--- src/design/csma_pkg.sv ---
// Shared types, register indexes and reset values of the CSMA backoff station.
package csma_pkg;

  localparam int unsigned CW_MIN_DEFAULT = 15;

  localparam int unsigned CFG_DATA_W = 20;
  localparam int unsigned CFG_INDEX_W = 2;

  localparam logic [CFG_INDEX_W-1:0] CFG_SLOT_LEN        = 2'd0;
  localparam logic [CFG_INDEX_W-1:0] CFG_AIFS_EXTRA      = 2'd1;
  localparam logic [CFG_INDEX_W-1:0] CFG_TX_DURATION     = 2'd2;
  localparam logic [CFG_INDEX_W-1:0] CFG_PACKET_INTERVAL = 2'd3;

  localparam logic [7:0]  SLOT_LEN_RESET        = 8'd13;
  localparam logic [7:0]  AIFS_EXTRA_RESET      = 8'd32;
  localparam logic [15:0] TX_DURATION_RESET     = 16'd670;
  localparam logic [19:0] PACKET_INTERVAL_RESET = 20'd100000;

  localparam logic [1:0] MAC_SENSE   = 2'd0;
  localparam logic [1:0] MAC_BACKOFF = 2'd1;
  localparam logic [1:0] MAC_TX      = 2'd2;

  typedef struct packed {
    logic [7:0]  slot_len;
    logic [7:0]  aifs_extra;
    logic [15:0] tx_duration;
    logic [19:0] packet_interval;
  } cfg_t;

  typedef enum logic [2:0] {
    MODE_SENSE   = 3'b001,
    MODE_BACKOFF = 3'b010,
    MODE_TX      = 3'b100
  } mode_t;

endpackage

--- src/design/csma_tick_if.sv ---
// Tick channel: one beat per microsecond of channel time.
interface csma_tick_if;
  logic        valid;
  logic        ready;
  logic        channel_busy;
  logic [15:0] random_value;

  modport source (output valid, output channel_busy, output random_value, input ready);
  modport sink (input valid, input channel_busy, input random_value, output ready);
endinterface

--- src/design/csma_result_if.sv ---
// Result channel: the station state after each tick, one beat per tick.
interface csma_result_if;
  logic        valid;
  logic        ready;
  logic [1:0]  mac_mode;
  logic        tx_start;
  logic [4:0]  backoff_left;
  logic [7:0]  pending_packets;
  logic [15:0] sent_count;

  modport source (output valid, output mac_mode, output tx_start, output backoff_left,
                  output pending_packets, output sent_count, input ready);
  modport sink (input valid, input mac_mode, input tx_start, input backoff_left,
                input pending_packets, input sent_count, output ready);
endinterface

--- src/design/csma_cfg_regs.sv ---
// Configuration register file of the CSMA backoff station.
module csma_cfg_regs (
  input  logic                             clk,
  input  logic                             rst,
  input  logic                             cfg_write,
  input  logic [csma_pkg::CFG_INDEX_W-1:0] cfg_index,
  input  logic [csma_pkg::CFG_DATA_W-1:0]  cfg_data,
  output csma_pkg::cfg_t                   cfg
);
  import csma_pkg::*;

  always_ff @(posedge clk) begin
    if (rst) begin
      cfg.slot_len        <= SLOT_LEN_RESET;
      cfg.aifs_extra      <= AIFS_EXTRA_RESET;
      cfg.tx_duration     <= TX_DURATION_RESET;
      cfg.packet_interval <= PACKET_INTERVAL_RESET;
    end else if (cfg_write) begin
      case (cfg_index)
        CFG_SLOT_LEN: begin
          cfg.slot_len <= cfg_data[7:0];
        end
        CFG_AIFS_EXTRA: begin
          cfg.aifs_extra <= cfg_data[7:0];
        end
        CFG_TX_DURATION: begin
          cfg.tx_duration <= cfg_data[15:0];
        end
        CFG_PACKET_INTERVAL: begin
          cfg.packet_interval <= cfg_data[19:0];
        end
        default: begin
        end
      endcase
    end
  end

endmodule

--- src/design/csma_mod_unit.sv ---
// Three-stage pipeline that reduces each random value modulo the contention window.
module csma_mod_unit #(
  parameter int unsigned CW_MIN = csma_pkg::CW_MIN_DEFAULT,
  localparam int unsigned CW    = (CW_MIN == 0) ? 1 : CW_MIN,
  localparam int unsigned REM_W = ($clog2(CW) > 0) ? $clog2(CW) : 1
) (
  input  logic             clk,
  input  logic             rst,
  csma_tick_if.sink        tick,
  output logic             prep_valid,
  input  logic             prep_ready,
  output logic             prep_busy,
  output logic [REM_W-1:0] prep_rem
);
  import csma_pkg::*;

  // Reciprocal estimate: the quotient comes out exact or one short.
  localparam int unsigned SHIFT = 26;
  localparam logic [SHIFT:0] RECIP = (SHIFT+1)'((64'd1 << SHIFT) / CW);

  logic        s1_valid, s2_valid, s3_valid;
  logic        s1_busy, s2_busy, s3_busy;
  logic [15:0] s1_rnd, s2_rnd;
  logic [15:0] s2_quot;
  logic [REM_W-1:0] s3_rem;

  logic s1_load, s2_load, s3_load;
  logic [SHIFT+16:0] prod;
  logic [15:0] quot;
  logic [15:0] qmul;
  logic [15:0] diff;
  logic [15:0] rem_full;

  assign s3_load = !s3_valid || prep_ready;
  assign s2_load = !s2_valid || s3_load;
  assign s1_load = !s1_valid || s2_load;
  assign tick.ready = s1_load;

  assign prod = (SHIFT+17)'(s1_rnd) * (SHIFT+17)'(RECIP);
  assign quot = prod[SHIFT+15:SHIFT];

  assign qmul = 16'(26'(s2_quot) * 26'(CW));
  assign diff = s2_rnd - qmul;
  assign rem_full = (diff >= 16'(CW)) ? (diff - 16'(CW)) : diff;

  always_ff @(posedge clk) begin
    if (rst) begin
      s1_valid <= 1'b0;
      s2_valid <= 1'b0;
      s3_valid <= 1'b0;
    end else begin
      if (s1_load) begin
        s1_valid <= tick.valid;
      end
      if (s2_load) begin
        s2_valid <= s1_valid;
      end
      if (s3_load) begin
        s3_valid <= s2_valid;
      end
    end
  end

  always_ff @(posedge clk) begin
    if (s1_load) begin
      s1_busy <= tick.channel_busy;
      s1_rnd  <= tick.random_value;
    end
    if (s2_load) begin
      s2_busy <= s1_busy;
      s2_rnd  <= s1_rnd;
      s2_quot <= quot;
    end
    if (s3_load) begin
      s3_busy <= s2_busy;
      s3_rem  <= REM_W'(rem_full);
    end
  end

  assign prep_valid = s3_valid;
  assign prep_busy  = s3_busy;
  assign prep_rem   = s3_rem;

  a_rem_in_range: assert property (@(posedge clk) disable iff (rst)
    s3_valid |-> (32'(s3_rem) < CW))
    else $error("remainder not below the contention window");

  a_stage3_holds: assert property (@(posedge clk) disable iff (rst)
    s3_valid && !prep_ready |=> s3_valid && $stable(s3_rem) && $stable(s3_busy))
    else $error("stalled remainder stage lost its beat");

  a_take_fills: assert property (@(posedge clk) disable iff (rst)
    tick.valid && tick.ready |=> s1_valid)
    else $error("accepted tick did not enter the first stage");

endmodule

--- src/design/csma_mac_core.sv ---
// Per-tick MAC state update and the result register.
module csma_mac_core #(
  parameter int unsigned CW_MIN = csma_pkg::CW_MIN_DEFAULT,
  localparam int unsigned CW    = (CW_MIN == 0) ? 1 : CW_MIN,
  localparam int unsigned REM_W = ($clog2(CW) > 0) ? $clog2(CW) : 1,
  localparam int unsigned BC_W  = $clog2(CW + 2)
) (
  input  logic             clk,
  input  logic             rst,
  input  csma_pkg::cfg_t   cfg,
  input  logic             prep_valid,
  output logic             prep_ready,
  input  logic             prep_busy,
  input  logic [REM_W-1:0] prep_rem,
  csma_result_if.source    result
);
  import csma_pkg::*;

  function automatic logic [7:0] sat_inc8(input logic [7:0] v);
    return (v == 8'hFF) ? v : v + 8'd1;
  endfunction

  mode_t       mode, mode_next;
  logic [7:0]  slot_phase, slot_phase_next;
  logic [19:0] gen_phase, gen_phase_next;
  logic [7:0]  idle_slots, idle_slots_next;
  logic [BC_W-1:0] backoff_count, backoff_count_next;
  logic        frozen, frozen_next;
  logic [7:0]  freeze_slots, freeze_slots_next;
  logic [7:0]  queued, queued_next;
  logic [15:0] tx_elapsed, tx_elapsed_next;
  logic [15:0] sent_total, sent_total_next;
  logic        out_valid;

  logic        take;
  logic        start;
  logic        phase_set;
  logic        try_count;
  logic        boundary;
  logic        reached;
  logic [7:0]  sl;
  logic [19:0] pi;
  logic [15:0] td;
  logic [9:0]  need;
  logic [7:0]  queued_gen;
  logic [7:0]  idle_inc, freeze_inc, idle_cnt;
  logic [BC_W-1:0] bc_dec;
  logic [15:0] tx_inc;
  logic [1:0]  mode_code;
  logic [BC_W+4:0] bc_wide;

  assign take = prep_valid && prep_ready;
  assign prep_ready = !out_valid || result.ready;

  assign sl = (cfg.slot_len == 8'd0) ? 8'd1 : cfg.slot_len;
  assign pi = (cfg.packet_interval == 20'd0) ? 20'd1 : cfg.packet_interval;
  assign td = (cfg.tx_duration == 16'd0) ? 16'd1 : cfg.tx_duration;
  assign need = {1'b0, sl, 1'b0} + 10'(cfg.aifs_extra);
  assign boundary = (slot_phase == 8'd0);

  assign idle_inc   = sat_inc8(idle_slots);
  assign freeze_inc = sat_inc8(freeze_slots);
  // Only one idle counter is live in any mode, so one multiplier serves both.
  assign idle_cnt = (mode == MODE_BACKOFF) ? freeze_inc : idle_inc;
  assign reached  = (idle_cnt == 8'hFF) || ((16'(idle_cnt) * 16'(sl)) >= 16'(need));

  assign bc_dec = (backoff_count != '0) ? backoff_count - BC_W'(1) : backoff_count;
  assign tx_inc = (tx_elapsed != 16'hFFFF) ? tx_elapsed + 16'd1 : tx_elapsed;
  assign queued_gen = ((gen_phase == 20'd0) && (queued != 8'hFF)) ? queued + 8'd1 : queued;

  always_comb begin
    mode_next          = mode;
    idle_slots_next    = idle_slots;
    backoff_count_next = backoff_count;
    frozen_next        = frozen;
    freeze_slots_next  = freeze_slots;
    queued_next        = queued_gen;
    tx_elapsed_next    = tx_elapsed;
    sent_total_next    = sent_total;
    slot_phase_next    = slot_phase;
    start              = 1'b0;
    phase_set          = 1'b0;
    try_count          = 1'b0;

    gen_phase_next = ((21'(gen_phase) + 21'd1) >= 21'(pi)) ? 20'd0 : gen_phase + 20'd1;

    case (mode)
      MODE_BACKOFF: begin
        if (boundary) begin
          if (!prep_busy) begin
            if (!frozen) begin
              try_count = 1'b1;
            end else begin
              freeze_slots_next = freeze_inc;
              if (reached) begin
                frozen_next = 1'b0;
                try_count   = 1'b1;
              end
            end
          end else begin
            frozen_next       = 1'b1;
            freeze_slots_next = 8'd0;
          end
          if (try_count) begin
            backoff_count_next = bc_dec;
            if ((bc_dec == '0) && (queued_gen != 8'd0)) begin
              mode_next       = MODE_TX;
              tx_elapsed_next = 16'd0;
              queued_next     = queued_gen - 8'd1;
              sent_total_next = sent_total + 16'd1;
              start           = 1'b1;
            end
          end
        end
      end
      MODE_TX: begin
        tx_elapsed_next = tx_inc;
        if (tx_inc >= td) begin
          mode_next       = MODE_SENSE;
          idle_slots_next = 8'd0;
          // The first sensing boundary falls one full slot after the end tick.
          slot_phase_next = (sl == 8'd1) ? 8'd0 : 8'd1;
          phase_set       = 1'b1;
        end
      end
      MODE_SENSE: begin
        if (boundary) begin
          if (!prep_busy) begin
            idle_slots_next = idle_inc;
            if (reached) begin
              mode_next          = MODE_BACKOFF;
              backoff_count_next = BC_W'(prep_rem) + BC_W'(2);
              frozen_next        = 1'b0;
              freeze_slots_next  = 8'd0;
            end
          end else begin
            idle_slots_next = 8'd0;
          end
        end
      end
      default: begin
        mode_next = MODE_SENSE;
      end
    endcase

    if (!phase_set) begin
      slot_phase_next = ((9'(slot_phase) + 9'd1) >= 9'(sl)) ? 8'd0 : slot_phase + 8'd1;
    end
  end

  always_comb begin
    case (mode_next)
      MODE_BACKOFF: mode_code = MAC_BACKOFF;
      MODE_TX:      mode_code = MAC_TX;
      default:      mode_code = MAC_SENSE;
    endcase
  end

  assign bc_wide = {5'd0, backoff_count_next};

  always_ff @(posedge clk) begin
    if (rst) begin
      mode          <= MODE_SENSE;
      slot_phase    <= 8'd0;
      gen_phase     <= 20'd0;
      idle_slots    <= 8'd0;
      backoff_count <= '0;
      frozen        <= 1'b0;
      freeze_slots  <= 8'd0;
      queued        <= 8'd0;
      tx_elapsed    <= 16'd0;
      sent_total    <= 16'd0;
      out_valid     <= 1'b0;
    end else begin
      if (take) begin
        mode          <= mode_next;
        slot_phase    <= slot_phase_next;
        gen_phase     <= gen_phase_next;
        idle_slots    <= idle_slots_next;
        backoff_count <= backoff_count_next;
        frozen        <= frozen_next;
        freeze_slots  <= freeze_slots_next;
        queued        <= queued_next;
        tx_elapsed    <= tx_elapsed_next;
        sent_total    <= sent_total_next;
        out_valid     <= 1'b1;
      end else if (result.ready) begin
        out_valid <= 1'b0;
      end
    end
  end

  always_ff @(posedge clk) begin
    if (take) begin
      result.mac_mode        <= mode_code;
      result.tx_start        <= start;
      result.backoff_left    <= bc_wide[4:0];
      result.pending_packets <= queued_next;
      result.sent_count      <= sent_total_next;
    end
  end

  assign result.valid = out_valid;

  a_frozen_only_in_backoff: assert property (@(posedge clk) disable iff (rst)
    frozen |-> (mode == MODE_BACKOFF))
    else $error("freeze flag set outside backoff");

  a_state_moves_on_beat: assert property (@(posedge clk) disable iff (rst)
    !take |=> $stable(mode) && $stable(queued) && $stable(sent_total))
    else $error("station state changed without a tick beat");

  a_start_counts: assert property (@(posedge clk) disable iff (rst)
    take && start |=> (sent_total == $past(sent_total) + 16'd1) && (mode == MODE_TX))
    else $error("transmission start not counted");

  a_start_in_tx: assert property (@(posedge clk) disable iff (rst)
    out_valid && result.tx_start |-> (result.mac_mode == MAC_TX))
    else $error("start flag shown outside transmit mode");

endmodule

--- src/design/csma_backoff_station.sv ---
// CSMA backoff station: accepts one tick per clock cycle when the result side keeps up;
// each tick passes through the pipeline that reduces random_value modulo CW_MIN and then
// through the state update that registers the result. Up to four ticks are in flight,
// ticks are processed strictly in order, and configuration writes take effect from the
// next tick that reaches the state update, so they belong to idle periods.
module csma_backoff_station #(
  parameter int unsigned CW_MIN = csma_pkg::CW_MIN_DEFAULT
) (
  input  logic                             clk,
  input  logic                             rst,
  csma_tick_if.sink                        tick,
  csma_result_if.source                    result,
  input  logic                             cfg_write,
  input  logic [csma_pkg::CFG_INDEX_W-1:0] cfg_index,
  input  logic [csma_pkg::CFG_DATA_W-1:0]  cfg_data
);
  import csma_pkg::*;

  localparam int unsigned CW    = (CW_MIN == 0) ? 1 : CW_MIN;
  localparam int unsigned REM_W = ($clog2(CW) > 0) ? $clog2(CW) : 1;

  cfg_t             cfg;
  logic             prep_valid;
  logic             prep_ready;
  logic             prep_busy;
  logic [REM_W-1:0] prep_rem;

  csma_cfg_regs u_cfg (
    .clk       (clk),
    .rst       (rst),
    .cfg_write (cfg_write),
    .cfg_index (cfg_index),
    .cfg_data  (cfg_data),
    .cfg       (cfg)
  );

  csma_mod_unit #(.CW_MIN(CW_MIN)) u_mod (
    .clk        (clk),
    .rst        (rst),
    .tick       (tick),
    .prep_valid (prep_valid),
    .prep_ready (prep_ready),
    .prep_busy  (prep_busy),
    .prep_rem   (prep_rem)
  );

  csma_mac_core #(.CW_MIN(CW_MIN)) u_core (
    .clk        (clk),
    .rst        (rst),
    .cfg        (cfg),
    .prep_valid (prep_valid),
    .prep_ready (prep_ready),
    .prep_busy  (prep_busy),
    .prep_rem   (prep_rem),
    .result     (result)
  );

endmodule

--- src/flat_wrapper.sv ---
// flat-port wrapper written by rule: the top's interface ports become plain ports
module csma_backoff_station_flat import csma_pkg::*;
#(
  parameter int unsigned CW_MIN = csma_pkg::CW_MIN_DEFAULT
)
  (clk, rst, cfg_write, cfg_index, cfg_data, tick_valid, tick_channel_busy, tick_random_value, tick_ready, result_valid, result_mac_mode, result_tx_start, result_backoff_left, result_pending_packets, result_sent_count, result_ready);
  csma_tick_if tick_i ();
  csma_result_if result_i ();
  input  logic clk;
  input  logic rst;
  input  logic cfg_write;
  input  logic [csma_pkg::CFG_INDEX_W-1:0] cfg_index;
  input  logic [csma_pkg::CFG_DATA_W-1:0] cfg_data;
  input wire logic [$bits(tick_i.valid)-1:0] tick_valid;
  input wire logic [$bits(tick_i.channel_busy)-1:0] tick_channel_busy;
  input wire logic [$bits(tick_i.random_value)-1:0] tick_random_value;
  output wire logic [$bits(tick_i.ready)-1:0] tick_ready;
  output wire logic [$bits(result_i.valid)-1:0] result_valid;
  output wire logic [$bits(result_i.mac_mode)-1:0] result_mac_mode;
  output wire logic [$bits(result_i.tx_start)-1:0] result_tx_start;
  output wire logic [$bits(result_i.backoff_left)-1:0] result_backoff_left;
  output wire logic [$bits(result_i.pending_packets)-1:0] result_pending_packets;
  output wire logic [$bits(result_i.sent_count)-1:0] result_sent_count;
  input wire logic [$bits(result_i.ready)-1:0] result_ready;
  assign tick_i.valid = tick_valid;
  assign tick_i.channel_busy = tick_channel_busy;
  assign tick_i.random_value = tick_random_value;
  assign tick_ready = tick_i.ready;
  assign result_valid = result_i.valid;
  assign result_mac_mode = result_i.mac_mode;
  assign result_tx_start = result_i.tx_start;
  assign result_backoff_left = result_i.backoff_left;
  assign result_pending_packets = result_i.pending_packets;
  assign result_sent_count = result_i.sent_count;
  assign result_i.ready = result_ready;
  csma_backoff_station #(.CW_MIN(CW_MIN)) u_core (.clk(clk), .rst(rst), .tick(tick_i), .result(result_i), .cfg_write(cfg_write), .cfg_index(cfg_index), .cfg_data(cfg_data));
endmodule
--- config.mk ---
export PLATFORM = sky130hd
export DESIGN_NAME = csma_backoff_station_flat
export DESIGN_NICKNAME = d
export VERILOG_FILES = /design/src/design/csma_pkg.sv /design/src/design/csma_tick_if.sv /design/src/design/csma_result_if.sv /design/src/design/csma_cfg_regs.sv /design/src/design/csma_mod_unit.sv /design/src/design/csma_mac_core.sv /design/src/design/csma_backoff_station.sv /design/src/flat_wrapper.sv
export SDC_FILE = /design/constraint.sdc
export NUM_CORES = 1
export LEC_CHECK = 0
export BUFFER_PORTS_ARGS = -buffer_cell sky130_fd_sc_hd__buf_4
export CORE_AREA = 4 4 191 193
export DETAILED_ROUTE_END_ITERATION = 7
export DIE_AREA = 0 0 195 197
export MAX_ROUTING_LAYER = met4
export PLACE_DENSITY = 0.75
export SYNTH_ARGS = -nofsm -noshare
export SYNTH_HDL_FRONTEND = slang
export SYNTH_HIERARCHICAL = 1
export SYNTH_SLANG_ARGS = --single-unit
--- constraint.sdc ---
create_clock -name clk -period 7.69 [get_ports clk]
set_input_delay 1.538 -clock clk [delete_from_list [all_inputs] [get_ports clk]]
set_output_delay 1.538 -clock clk [all_outputs]
set_load 0.02 [all_outputs]
=== Yosys cells after proc, flatten, opt, wreduce, memory -nomap -nowiden ===
Cells that the tools add are included.

* Flip-flop bits (word level): 233
* Bits of input ports: 44
* Output and inout bits: 34
* Logic and storage cells: 184

* Add/subtract/negate cells: 15
* Reduce and logical (&&, ||, !) cells: 35
* Order comparisons: 5
* $mul: 3
* Equality and inequality tests: 24
* Muxes and demuxes: 72

{| class="wikitable"
|+ Operators by type and width
! operator !! count
|-
| two-way mux 8 bit || 22
|-
| two-way mux 16 bit || 9
|-
| logical NOT 20 bit || 2
|-
| two-way mux 20 bit || 2
|-
| multiplier 16 x 21 -> 37 bit (second input constant) || 1
|-
| adder 16 x 1 -> 16 bit (second input constant) || 2
|-
| adder 8 x 1 -> 8 bit (second input constant) || 4
|-
| one-hot mux 16 bit (2 select lines) || 1
|-
| one-hot mux 8 bit (2 select lines) || 2
|-
| two-way mux 5 bit || 6
|-
| == test 8 bit (second input constant) || 3
|-
| adder 20 x 1 -> 21 bit (second input constant) || 1
|-
| greater-or-equal comparator 21 x 20 -> 1 bit || 1
|-
| two-way mux 3 bit || 7
|-
| adder 20 x 1 -> 20 bit (second input constant) || 1
|-
| two-way mux 1 bit || 18
|-
| greater-or-equal comparator 16 x 10 -> 1 bit || 1
|-
| greater-or-equal comparator 16 bit || 1
|-
| greater-or-equal comparator 16 x 4 -> 1 bit (second input constant) || 1
|-
| logical NOT 16 bit || 1
|-
| logical NOT 8 bit || 2
|-
| multiplier 13 x 4 -> 16 bit (second input constant) || 1
|-
| multiplier 8 x 8 -> 16 bit || 1
|-
| inequality test 16 bit (second input constant) || 1
|-
| 37 further kinds || 63
|}

=== Depth between registers and ports, before layout ===
* Word-level depth: 16
* Mapped depth: 31
* Mapped depth without buffers: 29

=== By module ===
Netlist, hierarchy kept.

{| class="wikitable"
|+ Modules (own cells, without submodules)
! module !! area an instance (µm²) !! cells each !! instances
|-
| csma_mac_core || 10903.0 || 1324 || 1
|-
| csma_mod_unit || 5938.2 || 562 || 1
|-
| csma_cfg_regs || 2148.3 || 207 || 1
|}

=== Worst setup path after synthesis ===
OpenSTA, ideal clock, no wires.

* Path type: register to register
* Start: register u_core.u_core.idle_slots[0]
* End: register u_core.u_core.result.sent_count[1], data pin
* Cell stages (with the launch flop): 29
* Period minus slack after synthesis: 7137 ps
* Setup slack: 553 ps
* Required time: 7430 ps
* Arrival: 6878 ps
* Path through: dfxtp_1 ha_1 nand3_1 nor2_1 nand2_1 and3_1 a31oi_1 nand2_1 fa_1 fa_1 inv_1 fa_1 inv_1 fa_1 inv_1 ha_1 a21o_1 a221oi_1 xnor2_1 ha_1 and4_1 o2111ai_1 o211ai_1 nor3_1 and4_1 buf_6 nor3_2 buf_4 mux2_2

* Word-level cells in the longest chain between the ends: 14

{| class="wikitable"
|+ Ends and longest elaborated chain
! item !! RTL line !! source
|-
| from (decl) || csma_mac_core.sv:26 || <nowiki>logic [7:0] idle_slots, idle_slots_next;</nowiki>
|-
| from (signal assigned) || csma_mac_core.sv:179 || <nowiki>idle_slots <= idle_slots_next;</nowiki>
|-
| adder 8 x 1 -> 8 bit / == test 8 bit (equally long branches) || csma_mac_core.sv:20 || <nowiki>return (v == 8'hFF) ? v : v + 8'd1;</nowiki>
|-
| two-way mux 8 bit (*) || csma_mac_core.sv:20 ||
|-
| two-way mux 8 bit (*) || csma_mac_core.sv:64 || <nowiki>assign idle_cnt = (mode == MODE_BACKOFF) ? freeze_inc : idle_inc;</nowiki>
|-
| multiplier 8 x 8 -> 16 bit || csma_mac_core.sv:65 || <nowiki>assign reached = (idle_cnt == 8'hFF) || ((16'(idle_cnt) * 16'(sl)) >= 16'(need));</nowiki>
|-
| greater-or-equal comparator 16 x 10 -> 1 bit || csma_mac_core.sv:65 ||
|-
| logical OR 1 bit (*) || csma_mac_core.sv:65 ||
|-
| two-way mux 1 bit (*) || csma_mac_core.sv:95 || <nowiki>if (reached) begin</nowiki>
|-
| two-way mux 1 bit (*) || csma_mac_core.sv:91 || <nowiki>if (!frozen) begin</nowiki>
|-
| two-way mux 1 bit (*) || csma_mac_core.sv:90 || <nowiki>if (!prep_busy) begin</nowiki>
|-
| two-way mux 1 bit (*) || csma_mac_core.sv:89 || <nowiki>if (boundary) begin</nowiki>
|-
| two-way mux 1 bit (*) || csma_mac_core.sv:87 || <nowiki>case (mode)</nowiki>
|-
| two-way mux 16 bit (*) || csma_mac_core.sv:104 || <nowiki>if (try_count) begin</nowiki>
|-
| two-way mux 16 bit (*) || csma_mac_core.sv:89 ||
|-
| two-way mux 16 bit (*) || csma_mac_core.sv:87 ||
|-
| named net u_core.u_core.sent_total_next[1] || csma_mac_core.sv:32 || <nowiki>logic [15:0] sent_total, sent_total_next;</nowiki>
|-
| to (signal assigned) || csma_mac_core.sv:199 || <nowiki>result.sent_count <= sent_total_next;</nowiki>
|-
| to (decl) || csma_result_if.sv:12 || <nowiki>output pending_packets, output sent_count, input ready);</nowiki>
|}

The timed path passes the listed nets; every way through them passes the cells marked *. The select of a mux whose other input is x is not followed.
A chain may end at the register's enable or synchronous reset.

=== Worst setup path after layout ===
* Start: register u_core.u_core.idle_slots[1]
* End: register u_core.u_core.mode[1]

* Word-level cells in the longest chain between the ends: 14

{| class="wikitable"
|+ Ends and longest elaborated chain
! item !! RTL line !! source
|-
| adder 8 x 1 -> 8 bit / == test 8 bit (equally long branches) || csma_mac_core.sv:20 ||
|-
| two-way mux 8 bit (*) || csma_mac_core.sv:20 ||
|-
| two-way mux 8 bit (*) || csma_mac_core.sv:64 ||
|-
| multiplier 8 x 8 -> 16 bit || csma_mac_core.sv:65 ||
|-
| greater-or-equal comparator 16 x 10 -> 1 bit || csma_mac_core.sv:65 ||
|-
| logical OR 1 bit (*) || csma_mac_core.sv:65 ||
|-
| two-way mux 1 bit || csma_mac_core.sv:95 ||
|-
| two-way mux 1 bit || csma_mac_core.sv:91 ||
|-
| two-way mux 1 bit || csma_mac_core.sv:90 ||
|-
| two-way mux 1 bit || csma_mac_core.sv:89 ||
|-
| two-way mux 1 bit || csma_mac_core.sv:87 ||
|-
| two-way mux 3 bit || csma_mac_core.sv:104 ||
|-
| two-way mux 3 bit || csma_mac_core.sv:89 ||
|-
| one-hot mux 3 bit (3 select lines) (*) || csma_mac_core.sv:87 ||
|-
| to (signal assigned) || csma_mac_core.sv:176 || <nowiki>mode <= mode_next;</nowiki>
|-
| to (decl) || csma_mac_core.sv:23 || <nowiki>mode_t mode, mode_next;</nowiki>
|}

Every way passes the cells marked *; elsewhere a longest branch is shown, timed or not. The select of a mux whose other input is x is not followed.

==> flow_metrics.py <==
metrics = {
    "run_status": {
        "status": "completed",
    },
    "yosys": {
        "ys_seq_area_share_pct": 29.0,
        "yosysUniqueCellTypes": 89,
        "synth_edf_count": 84,
        "syn_area_um2": 19000,
        "synth_area_per_cell_um2": 9.07,
        "synthArstFlopShare_pct": 0,
        "synth_fp_nets": 2442,
        "ys_seq_elements": 233,
        "dominantRegCellSynth": "dfxtp_1",
        "syn_inst": 2093,
        "synth_warnings": 6,
    },
    "cts": {
        "max-clock-path-buffers": 3,
        "clock_latency_ns": 0.57,
        "root_buffer": "clkbuf_16",
        "cts.sinks": 233,
        "cts_tree": "yes",
        "clk_pin_slew_ns": 0.06,
        "cts_made_buffers": 27,
        "cts-htree-levels": 1,
        "cts_hold_buffers": 0,
    },
    "sta": {
        "finalCriticalPeriod_ns": 7.29,
        "slew_headroom_pct": 21.0,
        "worst_pin_slew_ns": 1.16,
        "fin_skew_ns": 0.0276,
        "finalMaxSlewViolations": 0,
        "fin_ws_ns": 0.400,
        "period_share_pct": 94.8,
        "fmax_mhz": 137,
        "rsz0062_at_grt": "no",
        "setup_viol_count_final": 0,
        "hold_viol_final": 0,
        "fin_tns_setup_ns": 0,
    },
    "global_route": {
        "overflow": 0,
        "grt_max_degree": 76,
        "antenna_found_initial": 0,
        "grt_pass1_vias": 14611,
        "grt.total_usage_pct": 22.7,
        "grt_pass1_wl_um": 71600,
    },
    "setup_path": {
        "end_kind": "flop",
        "worst-setup-path-type": "flop to flop",
        "start_kind": "flop",
        "reg2reg_from": "u_core/u_core/idle_slots[1]",
        "r2r_slack_ns": 0.40,
        "cp-startpoint": "u_core/u_core/idle_slots[1]",
        "crit_required_ns": 8.12,
        "arrival_ns": 7.72,
        "crit_fanout": 10,
    },
    "power_and_ir_drop": {
        "power_mw": 7.78,
        "p_leak_nw": 9.84,
        "power.density_nw_per_um2": 371,
        "ir_drop_v": 0.000638,
    },
    "floorplanning": {
        "start_util_pct": 55.0,
        "die_h_um": 197,
        "core_um2": 34500,
        "die_x_um": 195,
        "die_area_um2": 38400,
        "rows": 68,
        "io_pins": 78,
    },
    "hold_path": {
        "hp-class": "flop to flop",
        "min-delay-start": "u_core/u_mod/s1_busy",
    },
    "route": {
        "drtIter0Drc": 969,
        "drc": 0,
        "drt-pass1-iter-count": 5,
        "vias": 14888,
        "ant_nets": 0,
        "post_drt_wl_per_cell_um": 16.5,
        "wirelength_um": 43300,
        "via_per_inst": 5.65,
    },
    "layout": {
        "design_area_um2": 21000,
        "regArea_um2": 5510,
        "drive_above_1_share_pct": 8.86,
        "antenna_cells": 0,
        "finish.utilization_pct": 60.7,
        "n_fill_cell": 2950,
        "multi_input_area_um2": 12300,
        "num-nets-final": 2507,
        "area_growth_pct": 10.4,
    },
    "placed_design": {
        "dp_slack_ns": -0.00547,
        "dp.final_hpwl_um": 33100,
        "portBuffers": 77,
        "routabilityCongestion": 0.922,
        "post_dp_cell_area_um2": 20000,
    },
    "flow_run": {
        "drv_cap": 0,
    },
}
## state kept, by name (all words and copies together), names as in the netlist, 3 cells and up
register,cells
u_core/u_cfg/cfg,52
u_core/u_core/backoff_count,5
u_core/u_core/freeze_slots,8
u_core/u_core/gen_phase,20
u_core/u_core/idle_slots,8
u_core/u_core/mode,3
u_core/u_core/queued,8
u_core/u_core/result.backoff_left,5
u_core/u_core/result.pending_packets,8
u_core/u_core/result.sent_count,16
u_core/u_core/sent_total,16
u_core/u_core/slot_phase,8
u_core/u_core/tx_elapsed,16
u_core/u_mod/prep_rem,4
u_core/u_mod/s1_rnd,16
u_core/u_mod/s2_quot,13
u_core/u_mod/s2_rnd,16
## synthesized netlist by cell type, types with 4 or more instances
| library cell | count | area (um^2) |
|---|---|---|
| mux2i_1 | 68 | 681 |
| nand3b_1 | 9 | 67.6 |
| a41oi_1 | 5 | 43.8 |
| nor4b_1 | 4 | 35.0 |
| clkbuf_1 | 49 | 184 |
| nand4_1 | 28 | 175 |
| nand2b_1 | 85 | 532 |
| dfxtp_1 | 149 | 2980 |
| a32oi_1 | 10 | 87.6 |
| edfxtp_1 | 84 | 2520 |
| nor3_1 | 41 | 205 |
| and3_1 | 52 | 325 |
| xnor2_1 | 71 | 622 |
| a31oi_1 | 24 | 150 |
| a22o_1 | 15 | 131 |
| a211oi_1 | 14 | 105 |
| a211o_1 | 4 | 35.0 |
| nand2_1 | 124 | 465 |
| xor2_1 | 50 | 438 |
| inv_1 | 251 | 942 |
| a21oi_1 | 102 | 510 |
| buf_2 | 11 | 55.1 |
| a2111oi_0 | 5 | 43.8 |
| o21ai_0 | 72 | 360 |
| nor2_1 | 167 | 627 |
| fa_1 | 90 | 1800 |
| nor4_1 | 17 | 106 |
| buf_6 | 7 | 78.8 |
| a21o_1 | 46 | 345 |
| o211ai_1 | 19 | 143 |
| and4_1 | 7 | 61.3 |
| nor3b_1 | 7 | 52.6 |
| nand3_1 | 49 | 245 |
| nor2b_1 | 9 | 56.3 |
| mux2_2 | 4 | 45.0 |
| or3_1 | 8 | 50.1 |
| and2_1 | 30 | 188 |
| o21a_1 | 17 | 128 |
| ha_1 | 215 | 2690 |
## kinds of logic after synthesis
logic type,count (synthesis),share of synthesized area [%]
and+or+nand+nor,661,18.0
buffers and inverters,324,6.81
DFF,233,29.0
muxes,74,3.96
xor gates and xnor gates,121,5.58
AOI/OAI and AO/OA,374,13.0
adders and majority gates,306,23.7
## critical path, cell delays in order (launching register included)
cell,delay [ns]
dfxtp_2,0.37
ha_2,0.25
and3_1,0.30
a31oi_1,0.15
o31a_1,0.42
nand2b_1,0.20
fa_1,0.46
fa_1,0.48
inv_1,0.05
fa_1,0.53
inv_1,0.05
fa_1,0.53
inv_1,0.04
ha_1,0.34
a21o_1,0.21
a221oi_2,0.33
xnor2_1,0.10
ha_1,0.31
and4_1,0.19
o2111ai_1,0.11
o211ai_1,0.35
nor3_1,0.11
and4_4,0.24
or4_1,0.51
a21o_1,0.20
nor2_1,0.21
nor2_1,0.09
## layout by cell type, fill, tap and decap left out, drive strengths merged, types with 73 or more instances in the layout
master | netlist | layout
nand2 | 125 | 125
inv | 251 | 254
fa | 90 | 90
nor2 | 167 | 167
nand2b | 85 | 85
a21oi | 103 | 103
ha | 215 | 215
dfxtp | 149 | 149
edfxtp | 84 | 84
o21ai | 73 | 73
buf | 24 | 109
## where the power goes
group	switching (mW)	internal (mW)	total (mW)	leakage, nW
logic	2.92	2.15	5.07	7.33
registers	0.0580	1.38	1.44	2.07
clock network	0.539	0.738	1.28	0.434
## area by class of cell
type                    count  area share, %
clock inverters            10          0.471
well taps                 455           2.72
multi-input cells        1536           58.4
inverters                 251           4.49
repair buffers            109           3.91
flip-flops and latches    233           26.3
clock buffers              40           3.70
## metrics by stage
step / cells / hold WS [ns]
3_5_place_dp: 2581 / 0.426
4_1_cts: 2631 / 0.440
3_3_place_gp: 2581 / 0.425
6_report: 2634 / 0.438
5_1_grt: 2634 / 0.443
2_1_floorplan: 2093 / 0.400
## per-layer routing
metal	global-route usage, %	share of wire (%)	up-vias
met5	-	0	-
met2	36.6	46	306
met4	5.46	2.6	0
met1	30.8	47	7124
met3	2.72	4.0	69
li1	-	-	7389
## timing repair
action / in CTS / in global routing
setup buffers: 0 / 2
gates cloned: 0 / 1
endpoints found under the setup margin: 1 / 83
resized for setup: 1 / 15
pin swaps: 1 / 1
hold endpoints to repair: 0 / 0
## path summary, 6_finish.rpt
check                           depth (start not counted)               endpoint
worst min register to register                          0   u_core/u_mod/s2_busy
worst max-delay path                                   26  u_core/u_core/mode[1]
worst min-delay path                                    0   u_core/u_mod/s2_busy
worst max register to register                         26  u_core/u_core/mode[1]
Note: power is estimated with default switching activity, not from simulation.
